File: config.mk
export PLATFORM = sky130hd
export DESIGN_NAME = key_press_fade_envelope
export DESIGN_NICKNAME = d
export VERILOG_FILES = /design/src/design/kpf_pkg.sv /design/src/design/kpf_div.sv /design/src/design/kpf_datapath.sv /design/src/design/kpf_ctrl.sv /design/src/design/key_press_fade_envelope.sv
export SDC_FILE = /design/constraint.sdc
export NUM_CORES = 2
export LEC_CHECK = 0
export BUFFER_PORTS_ARGS = -buffer_cell sky130_fd_sc_hd__buf_2
export CORE_AREA = 3 3 334 254
export CTS_CLUSTER_SIZE = 14
export DETAILED_ROUTE_END_ITERATION = 7
export DIE_AREA = 0 0 337 257
export PLACE_DENSITY = 0.76
export SLEW_MARGIN = 20
export SYNTH_ARGS = -nofsm -noshare
export SYNTH_HDL_FRONTEND = slang
export SYNTH_SLANG_ARGS = --single-unit
File: constraint.sdc
create_clock -name clk -period 9.56 [get_ports clk]
set_clock_uncertainty 0.15 [all_clocks]
set_input_delay 1.912 -clock clk [delete_from_list [all_inputs] [get_ports clk]]
set_output_delay 1.912 -clock clk [all_outputs]
set_load 0.05 [all_outputs]
File: src/design/kpf_pkg.sv
// shared types, constants and register codes for the key press fade envelope
package kpf_pkg;

  localparam int MaxPressesDef = 16;
  localparam int KeyCountDef   = 256;

  localparam int KeyW  = 8;
  localparam int AgeW  = 32;
  localparam int ColW  = 8;
  localparam int MsW   = 16;
  localparam int LifeW = MsW + 1;
  localparam int NumW  = ColW + MsW;
  localparam int QuotW = ColW;

  localparam logic [ColW-1:0] ColorResetVal   = 8'd255;
  localparam logic [MsW-1:0]  SustainResetVal = 16'd750;
  localparam logic [MsW-1:0]  DecayResetVal   = 16'd500;

  typedef enum logic [2:0] {
    REG_RED     = 3'd0,
    REG_GREEN   = 3'd1,
    REG_BLUE    = 3'd2,
    REG_ALPHA   = 3'd3,
    REG_SUSTAIN = 3'd4,
    REG_DECAY   = 3'd5
  } reg_idx_t;

  typedef struct packed {
    logic            func;
    logic [KeyW-1:0] key_index;
    logic [MsW-1:0]  elapsed_ms;
  } cmd_item_t;

  typedef struct packed {
    logic [KeyW-1:0] out_key;
    logic [ColW-1:0] out_red;
    logic [ColW-1:0] out_green;
    logic [ColW-1:0] out_blue;
    logic [ColW-1:0] out_alpha;
    logic            last;
  } res_item_t;

  typedef struct packed {
    logic [ColW-1:0] color_red;
    logic [ColW-1:0] color_green;
    logic [ColW-1:0] color_blue;
    logic [ColW-1:0] color_alpha;
    logic [MsW-1:0]  sustain_ms;
    logic [MsW-1:0]  decay_ms;
  } cfg_t;

  // controller to datapath
  typedef struct packed {
    logic load_in;
    logic idx_clr;
    logic idx_inc;
    logic rd_en;
    logic age_calc;
    logic classify;
    logic div_start;
    logic out_load;
    logic wr_hit;
    logic append;
  } ctrl_cmd_t;

  // datapath to controller
  typedef struct packed {
    logic is_tick;
    logic key_bad;
    logic cnt_zero;
    logic hit;
    logic idx_last;
    logic fade;
    logic div_busy;
    logic out_free;
  } dp_status_t;

endpackage

File: src/design/kpf_div.sv
// restoring divider, one quotient bit per cycle, quotient known to fit in QuotW bits
module kpf_div (
  input  logic                     clk,
  input  logic                     rst,
  input  logic                     start,
  input  logic [kpf_pkg::NumW-1:0] num,
  input  logic [kpf_pkg::MsW-1:0]  den,
  output logic                     busy,
  output logic [kpf_pkg::QuotW-1:0] quot
);

  localparam int StepW = $clog2(kpf_pkg::QuotW);

  logic [kpf_pkg::NumW-1:0] rem;
  logic [kpf_pkg::NumW-1:0] dsh;
  logic [StepW-1:0]         step;

  always_ff @(posedge clk) begin
    if (rst) begin
      busy <= 1'b0;
    end else if (start) begin
      busy <= 1'b1;
    end else if (busy && step == '0) begin
      busy <= 1'b0;
    end
  end

  always_ff @(posedge clk) begin
    if (start) begin
      rem  <= num;
      dsh  <= kpf_pkg::NumW'(den) << (kpf_pkg::QuotW - 1);
      step <= StepW'(kpf_pkg::QuotW - 1);
      quot <= '0;
    end else if (busy) begin
      if (rem >= dsh) begin
        rem  <= rem - dsh;
        quot <= {quot[kpf_pkg::QuotW-2:0], 1'b1};
      end else begin
        quot <= {quot[kpf_pkg::QuotW-2:0], 1'b0};
      end
      dsh  <= dsh >> 1;
      step <= step - StepW'(1);
    end
  end

endmodule

File: src/design/kpf_datapath.sv
// press table memory, age update, colour shaping and result register
module kpf_datapath #(
  parameter int MAX_PRESSES = kpf_pkg::MaxPressesDef,
  parameter int KEY_COUNT   = kpf_pkg::KeyCountDef
) (
  input  logic                  clk,
  input  logic                  rst,
  input  kpf_pkg::cfg_t         cfg,
  input  kpf_pkg::cmd_item_t    cmd_item,
  input  kpf_pkg::ctrl_cmd_t    ctl,
  output kpf_pkg::dp_status_t   stat,
  output logic                  res_valid,
  input  logic                  res_stall,
  output kpf_pkg::res_item_t    res
);

  localparam int CntW = $clog2(MAX_PRESSES + 1);
  localparam int IdxW = (MAX_PRESSES > 1) ? $clog2(MAX_PRESSES) : 1;

  typedef struct packed {
    logic [kpf_pkg::KeyW-1:0] key;
    logic [kpf_pkg::AgeW-1:0] age;
  } entry_t;

  entry_t                    mem [MAX_PRESSES];
  entry_t                    rd_entry;
  kpf_pkg::cmd_item_t        item;
  logic [CntW-1:0]           count;
  logic [CntW-1:0]           kept;
  logic [IdxW-1:0]           idx;
  logic [kpf_pkg::AgeW-1:0]  age_new;
  logic                      full_f;
  logic                      fade_f;
  logic                      keep_f;
  logic [kpf_pkg::MsW-1:0]   diff;

  logic                      wr_en;
  logic [IdxW-1:0]           wr_addr;
  entry_t                    wr_data;
  logic                      room;
  logic [kpf_pkg::LifeW-1:0] lifetime;
  logic [kpf_pkg::LifeW-1:0] diff_full;
  logic [kpf_pkg::AgeW:0]    age_sum;
  logic [kpf_pkg::NumW-1:0]  num;
  logic [kpf_pkg::QuotW-1:0] quot;
  logic                      div_busy;

  assign room      = count < CntW'(MAX_PRESSES);
  assign lifetime  = kpf_pkg::LifeW'(cfg.sustain_ms) + kpf_pkg::LifeW'(cfg.decay_ms);
  assign diff_full = lifetime - age_new[kpf_pkg::LifeW-1:0];
  assign age_sum   = {1'b0, rd_entry.age} + (kpf_pkg::AgeW + 1)'(item.elapsed_ms);
  assign num       = kpf_pkg::NumW'(cfg.color_alpha) * kpf_pkg::NumW'(diff);

  always_comb begin
    wr_en   = 1'b0;
    wr_addr = idx;
    wr_data = '{key: item.key_index, age: '0};
    if (ctl.wr_hit) begin
      wr_en = 1'b1;
    end else if (ctl.append) begin
      wr_en   = room;
      wr_addr = count[IdxW-1:0];
    end else if (ctl.out_load) begin
      // compaction: kept entries move down behind the read pointer
      wr_en   = keep_f;
      wr_addr = kept[IdxW-1:0];
      wr_data = '{key: rd_entry.key, age: age_new};
    end
  end

  always_ff @(posedge clk) begin
    if (wr_en) begin
      mem[wr_addr] <= wr_data;
    end
    if (ctl.rd_en) begin
      rd_entry <= mem[idx];
    end
  end

  always_ff @(posedge clk) begin
    if (rst) begin
      count <= '0;
    end else if (ctl.append && room) begin
      count <= count + CntW'(1);
    end else if (ctl.out_load && stat.idx_last) begin
      count <= kept + CntW'(keep_f);
    end
  end

  always_ff @(posedge clk) begin
    if (ctl.load_in) begin
      item <= cmd_item;
    end
    if (ctl.idx_clr) begin
      idx  <= '0;
      kept <= '0;
    end else begin
      if (ctl.idx_inc) begin
        idx <= idx + IdxW'(1);
      end
      if (ctl.out_load) begin
        kept <= kept + CntW'(keep_f);
      end
    end
    if (ctl.age_calc) begin
      age_new <= age_sum[kpf_pkg::AgeW] ? '1 : age_sum[kpf_pkg::AgeW-1:0];
    end
    if (ctl.classify) begin
      full_f <= age_new <= kpf_pkg::AgeW'(cfg.sustain_ms);
      keep_f <= age_new < kpf_pkg::AgeW'(lifetime);
      fade_f <= (age_new > kpf_pkg::AgeW'(cfg.sustain_ms)) &&
                (age_new < kpf_pkg::AgeW'(lifetime)) && (cfg.decay_ms != '0);
      diff   <= diff_full[kpf_pkg::MsW-1:0];
    end
  end

  kpf_div u_div (
    .clk   (clk),
    .rst   (rst),
    .start (ctl.div_start),
    .num   (num),
    .den   (cfg.decay_ms),
    .busy  (div_busy),
    .quot  (quot)
  );

  always_ff @(posedge clk) begin
    if (rst) begin
      res_valid <= 1'b0;
    end else if (ctl.out_load) begin
      res_valid <= 1'b1;
    end else if (!res_stall) begin
      res_valid <= 1'b0;
    end
  end

  always_ff @(posedge clk) begin
    if (ctl.out_load) begin
      res.out_key   <= rd_entry.key;
      res.out_red   <= (full_f || fade_f) ? cfg.color_red   : '0;
      res.out_green <= (full_f || fade_f) ? cfg.color_green : '0;
      res.out_blue  <= (full_f || fade_f) ? cfg.color_blue  : '0;
      res.out_alpha <= full_f ? cfg.color_alpha : (fade_f ? quot : '0);
      res.last      <= stat.idx_last;
    end
  end

  always_comb begin
    stat.is_tick  = cmd_item.func;
    stat.key_bad  = {1'b0, cmd_item.key_index} >= 9'(KEY_COUNT);
    stat.cnt_zero = count == '0;
    stat.hit      = rd_entry.key == item.key_index;
    stat.idx_last = (CntW'(idx) + CntW'(1)) == count;
    stat.fade     = fade_f;
    stat.div_busy = div_busy;
    stat.out_free = !res_valid || !res_stall;
  end

  a_count_bound: assert property (@(posedge clk) disable iff (rst)
    count <= CntW'(MAX_PRESSES))
    else $error("press count beyond table depth");

  a_no_overrun: assert property (@(posedge clk) disable iff (rst)
    ctl.out_load |-> (!res_valid || !res_stall))
    else $error("result register overwritten while stalled");

  a_compact_behind: assert property (@(posedge clk) disable iff (rst)
    (ctl.out_load && keep_f) |-> (kept <= CntW'(idx)))
    else $error("compaction write ahead of read pointer");

  a_count_shrinks: assert property (@(posedge clk) disable iff (rst)
    (ctl.out_load && stat.idx_last) |=> (count <= $past(count)))
    else $error("tick grew the press table");

  a_div_idle_start: assert property (@(posedge clk) disable iff (rst)
    ctl.div_start |-> !div_busy)
    else $error("divider restarted while busy");

endmodule

File: src/design/kpf_ctrl.sv
// sequencer for press lookup, tick walk and result hand-off
module kpf_ctrl (
  input  logic                clk,
  input  logic                rst,
  input  logic                cmd_valid,
  output logic                cmd_stall,
  input  kpf_pkg::dp_status_t stat,
  output kpf_pkg::ctrl_cmd_t  ctl
);

  typedef enum logic [9:0] {
    S_IDLE = 10'b0000000001,
    S_PRD  = 10'b0000000010,
    S_PCMP = 10'b0000000100,
    S_PAPP = 10'b0000001000,
    S_TRD  = 10'b0000010000,
    S_TAGE = 10'b0000100000,
    S_TCLS = 10'b0001000000,
    S_TMUL = 10'b0010000000,
    S_TDIV = 10'b0100000000,
    S_TOUT = 10'b1000000000
  } state_t;

  state_t state;
  state_t state_next;

  always_ff @(posedge clk) begin
    if (rst) begin
      state <= S_IDLE;
    end else begin
      state <= state_next;
    end
  end

  assign cmd_stall = state != S_IDLE;

  always_comb begin
    state_next = state;
    ctl        = '0;
    case (state)
      S_IDLE: begin
        if (cmd_valid) begin
          ctl.load_in = 1'b1;
          ctl.idx_clr = 1'b1;
          if (stat.is_tick) begin
            state_next = stat.cnt_zero ? S_IDLE : S_TRD;
          end else if (stat.key_bad) begin
            state_next = S_IDLE;
          end else begin
            state_next = stat.cnt_zero ? S_PAPP : S_PRD;
          end
        end
      end
      S_PRD: begin
        ctl.rd_en  = 1'b1;
        state_next = S_PCMP;
      end
      S_PCMP: begin
        if (stat.hit) begin
          ctl.wr_hit = 1'b1;
          state_next = S_IDLE;
        end else if (stat.idx_last) begin
          state_next = S_PAPP;
        end else begin
          ctl.idx_inc = 1'b1;
          state_next  = S_PRD;
        end
      end
      S_PAPP: begin
        ctl.append = 1'b1;
        state_next = S_IDLE;
      end
      S_TRD: begin
        ctl.rd_en  = 1'b1;
        state_next = S_TAGE;
      end
      S_TAGE: begin
        ctl.age_calc = 1'b1;
        state_next   = S_TCLS;
      end
      S_TCLS: begin
        ctl.classify = 1'b1;
        state_next   = S_TMUL;
      end
      S_TMUL: begin
        if (stat.fade) begin
          ctl.div_start = 1'b1;
          state_next    = S_TDIV;
        end else begin
          state_next = S_TOUT;
        end
      end
      S_TDIV: begin
        if (!stat.div_busy) begin
          state_next = S_TOUT;
        end
      end
      S_TOUT: begin
        if (stat.out_free) begin
          ctl.out_load = 1'b1;
          if (stat.idx_last) begin
            state_next = S_IDLE;
          end else begin
            ctl.idx_inc = 1'b1;
            state_next  = S_TRD;
          end
        end
      end
      default: begin
        state_next = S_IDLE;
      end
    endcase
  end

  a_accept_idle: assert property (@(posedge clk) disable iff (rst)
    (cmd_valid && !cmd_stall) |=> (state != S_TOUT && state != S_TDIV))
    else $error("accepted item jumped into the result stage");

  a_load_only_idle: assert property (@(posedge clk) disable iff (rst)
    ctl.load_in |-> (state == S_IDLE && cmd_valid))
    else $error("item latched outside idle");

  a_div_then_out: assert property (@(posedge clk) disable iff (rst)
    (state == S_TDIV && !stat.div_busy) |=> state == S_TOUT)
    else $error("divider result not taken");

endmodule

File: src/design/key_press_fade_envelope.sv
// key press fade envelope: top level with register file, sequencer and datapath
//
// cmd channel (cmd_valid/cmd_stall/cmd) carries one item: func 0 is a key press,
// func 1 a render tick with elapsed_ms. res channel (res_valid/res_stall/res)
// carries the colour results of a tick, one per table entry in table order,
// last set on the final one; a press or a tick on an empty table gives none.
// items are handled one at a time; cmd_stall stays high until the current
// item is finished.
// a press scans the table one entry at a time (registered memory read, then
// compare) and appends a new key after the last entry; a key at or above
// KEY_COUNT is dropped in the cycle that takes it.
// a tick walks the entries in table order: memory read, age update, classify,
// a restoring divide only while the colour is fading, then the result register.
// when res_stall is high the result register holds its item and the walk
// waits at that entry; the next item is not taken until the last result of
// the tick sits in the result register.
// reset empties the table and sets colour 255/255/255/255, sustain 750 ms and
// decay 500 ms; no clearing pass is needed. registers sit on the apb port at byte
// address 4*index; the user must write them only while idle, which the block does not enforce.
module key_press_fade_envelope #(
  parameter int MAX_PRESSES = kpf_pkg::MaxPressesDef,
  parameter int KEY_COUNT   = kpf_pkg::KeyCountDef
) (
  input  logic               clk,
  input  logic               rst,
  input  logic               cmd_valid,
  output logic               cmd_stall,
  input  kpf_pkg::cmd_item_t cmd,
  output logic               res_valid,
  input  logic               res_stall,
  output kpf_pkg::res_item_t res,
  input  logic               psel,
  input  logic               penable,
  input  logic               pwrite,
  input  logic [4:0]         paddr,
  input  logic [31:0]        pwdata,
  output logic [31:0]        prdata,
  output logic               pready
);

  kpf_pkg::cfg_t       cfg;
  kpf_pkg::ctrl_cmd_t  ctl;
  kpf_pkg::dp_status_t stat;
  kpf_pkg::reg_idx_t   reg_sel;
  logic                wr_stb;

  assign pready  = 1'b1;
  assign reg_sel = kpf_pkg::reg_idx_t'(paddr[4:2]);
  assign wr_stb  = psel && penable && pwrite && pready;

  always_ff @(posedge clk) begin
    if (rst) begin
      cfg.color_red   <= kpf_pkg::ColorResetVal;
      cfg.color_green <= kpf_pkg::ColorResetVal;
      cfg.color_blue  <= kpf_pkg::ColorResetVal;
      cfg.color_alpha <= kpf_pkg::ColorResetVal;
      cfg.sustain_ms  <= kpf_pkg::SustainResetVal;
      cfg.decay_ms    <= kpf_pkg::DecayResetVal;
    end else if (wr_stb) begin
      case (reg_sel)
        kpf_pkg::REG_RED:     cfg.color_red   <= pwdata[kpf_pkg::ColW-1:0];
        kpf_pkg::REG_GREEN:   cfg.color_green <= pwdata[kpf_pkg::ColW-1:0];
        kpf_pkg::REG_BLUE:    cfg.color_blue  <= pwdata[kpf_pkg::ColW-1:0];
        kpf_pkg::REG_ALPHA:   cfg.color_alpha <= pwdata[kpf_pkg::ColW-1:0];
        kpf_pkg::REG_SUSTAIN: cfg.sustain_ms  <= pwdata[kpf_pkg::MsW-1:0];
        kpf_pkg::REG_DECAY:   cfg.decay_ms    <= pwdata[kpf_pkg::MsW-1:0];
        default: begin
        end
      endcase
    end
  end

  always_comb begin
    case (reg_sel)
      kpf_pkg::REG_RED:     prdata = 32'(cfg.color_red);
      kpf_pkg::REG_GREEN:   prdata = 32'(cfg.color_green);
      kpf_pkg::REG_BLUE:    prdata = 32'(cfg.color_blue);
      kpf_pkg::REG_ALPHA:   prdata = 32'(cfg.color_alpha);
      kpf_pkg::REG_SUSTAIN: prdata = 32'(cfg.sustain_ms);
      kpf_pkg::REG_DECAY:   prdata = 32'(cfg.decay_ms);
      default:              prdata = '0;
    endcase
  end

  kpf_ctrl u_ctrl (
    .clk       (clk),
    .rst       (rst),
    .cmd_valid (cmd_valid),
    .cmd_stall (cmd_stall),
    .stat      (stat),
    .ctl       (ctl)
  );

  kpf_datapath #(
    .MAX_PRESSES (MAX_PRESSES),
    .KEY_COUNT   (KEY_COUNT)
  ) u_dp (
    .clk       (clk),
    .rst       (rst),
    .cfg       (cfg),
    .cmd_item  (cmd),
    .ctl       (ctl),
    .stat      (stat),
    .res_valid (res_valid),
    .res_stall (res_stall),
    .res       (res)
  );

endmodule

==> metrics.yaml <==
worst-r2r-setup-slack_ps: 3780
yosysMostFrequentCell: "edfxtp_1"
stdcell_area_sq_mm: 0.0494
yosys_warnings: 0
grt_pass1_wl_um: 164000
rsz0062_at_grt: "false"
dp.cells: 4159
yosysSeqAreaShare: 0.607
firstDrtPassIters: 6
insertion_delay_ps: 670
dp_slack_ps: 3050
num-fill-cells: 5854
cap_violations: 0
startpoint_type: "input port"
clk_path_buf_depth: 3
vdd_drop_max_v: 0.000160
root_buffer: "clkbuf_16"
crit_type: "input port to flop"
slew_headroom: 0.259
netlist_top_cells_count: "edfxtp_1, nand2_1, inv_1, mux4_2, nor2_1"
multi_input_area_sq_mm: 0.0165
max_freq_mhz: 168
drtIter0Drc: 3180
cts_num_sinks: 944
synth-seq-cells: 944
vias_per_cell: 6.15
synth_area_leader_cell: "edfxtp_1"
fin_crit_ps: 5940
fin_util: 0.604
required_ps: 9720
hold_viol_final: 0
num_vias: 26553
drive_above_1_share: 0.164
gp_congestion: 0.910
timing.hold.ws_ps: 331
diodes: 0
drv_slew: 0
ff_latch_area_sq_mm: 0.0273
cts.clk_slew.worst_paths_ps: 60
yosys-top-cells-area: "edfxtp_1, mux4_2, dfxtp_1"
core-area_sq_mm: 0.0819
synth.avg_cell_area_sq_um: 14.6
power_density_mw_per_mm2: 168
synth_edf_count: 836
final_cells: 4317
yosysTopAreaCellShare: 0.559
grt_max_degree: 80
status: "complete, no violations"
path_max_fanout: 47
num-nets-final: 3492
drt-wirelength-per-cell_um: 24.9
hp-class: "flop to flop"
area_delta_synth_final_pct: 10.1
numCtsBuffers: 89
die_height_um: 257
die_area_sq_mm: 0.0866
synth_cell_types: 92
drt-total-wl_um: 108000
fin_ws_ps: 3620
cts_tree: "yes"
finalSetupTns_ps: 0
placed_cell_area_sq_mm: 0.0467
fp-row-count: 91
cp.arrival_ps: 6100
antenna_found_initial: 2
num_io_pins: 145
fin_crit_sh: 0.621
p_leak_nw: 17.2
cts-hold-fix-buffers: 0
grt_usage: 0.250
total_power_mw: 8.30
grt-ovfl-total: 0
worst_pin_slew_ps: 1110
portBuffers: 109
grt_pass1_vias: 27493
synthCells: 3069
drt_drc_violations_left: 0
synthesis.area_sq_mm: 0.0449
initial_core_util: 0.549
setup_violations: 0
drtAntennaViolNets: 0
place_hpwl_um: 66100
cp-end-kind: "flop"
postCtsSetupRepairBufs: 0
h-tree-depth: 3
synthFlopType: "edfxtp_1"
cts_resized: 0
ys_async_sr_fraction: 0
fp.dieW_um: 337
## worst max-delay path: stages
cell and delay, ps:
buf_2 100, nand2_1 160, nand2b_4 370, inv_2 660, buf_4 680, a21oi_1 180
nand2_1 180, nand3_1 360, nor2_4 900, buf_4 510
## path summary, 6_finish.rpt
kind              cells after the start                              end                             from
setup reg to reg                     16     u_dp.u_div.rem[22]$_DFFE_PP_             cfg[35]$_SDFFE_PP1P_
hold / removal                        2  u_dp.u_div.step[1]$_SDFFE_PP1P_  u_dp.u_div.step[1]$_SDFFE_PP1P_
hold reg to reg                       2  u_dp.u_div.step[1]$_SDFFE_PP1P_  u_dp.u_div.step[1]$_SDFFE_PP1P_
setup / recovery                     10         u_dp.mem[6][9]$_DFFE_PP_                        res_stall
## routing by layer
layer / track usage / share of wire
met5: 0 / 0
met4: 0.0699 / 0.025
met3: 0.0596 / 0.092
met2: 0.406 / 0.48
met1: 0.340 / 0.40
## flip-flops by register name, summed over array words and instances (netlist names), 8 cells and up
signal / count
u_dp.u_div.quot: 8
u_dp.mem: 640
u_ctrl.state: 10
cfg: 64
u_dp.u_div.dsh: 23
u_dp.u_div.rem: 24
u_dp.rd_entry: 40
u_dp.item: 24
u_dp.age_new: 32
u_dp.diff: 16
u_dp.res: 41
## final cells by class
type,count,share of cell area
inverters,206,0.0156
well taps,1069,0.0270
multi-input cells,1796,0.333
clock inverters,49,0.00921
repair buffers,144,0.0163
clock buffers,109,0.0472
flip-flops and latches,944,0.552
## kinds of logic after synthesis
| kind of cell | synth area share |
|---|---|
| mux | 0.111 |
| compound gates | 0.0587 |
| xor+xnor | 0.0207 |
| fa+ha+maj | 0.0821 |
| buf+inv | 0.0311 |
| simple gates | 0.0892 |
| flops | 0.607 |
| other cells | 0.000167 |
## power by group
group          internal (mW)  switching [mW]  total [mW]
sequential              4.47          0.0175        4.49
combinational          0.141           0.259       0.400
clock                   1.90            1.51        3.42
## layout by cell type, fill, tap and decap left out, drive strengths merged, types with 8 or more instances in the layout
cell and count:
ha 154, o21a 21, a31oi 16, and3 16
nor2b 77, o22ai 10, or2 8, nand3 37
nor4 14, inv 210, dfxtp 108, and2 137
o21bai 8, o21ai 66, nand4 15, conb 17
nor3 29, o31ai 16, nand3b 12, mux2i 38
xnor2 61, a211o 40, clkinv 37, buf 144
clkbuf 109, mux4 202, a21o 27, fa 88
edfxtp 836, a21oi 124, xor2 45, a211oi 10
nor2 167, nand2 232, nand2b 24
Power figures use the tool's default switching activity.
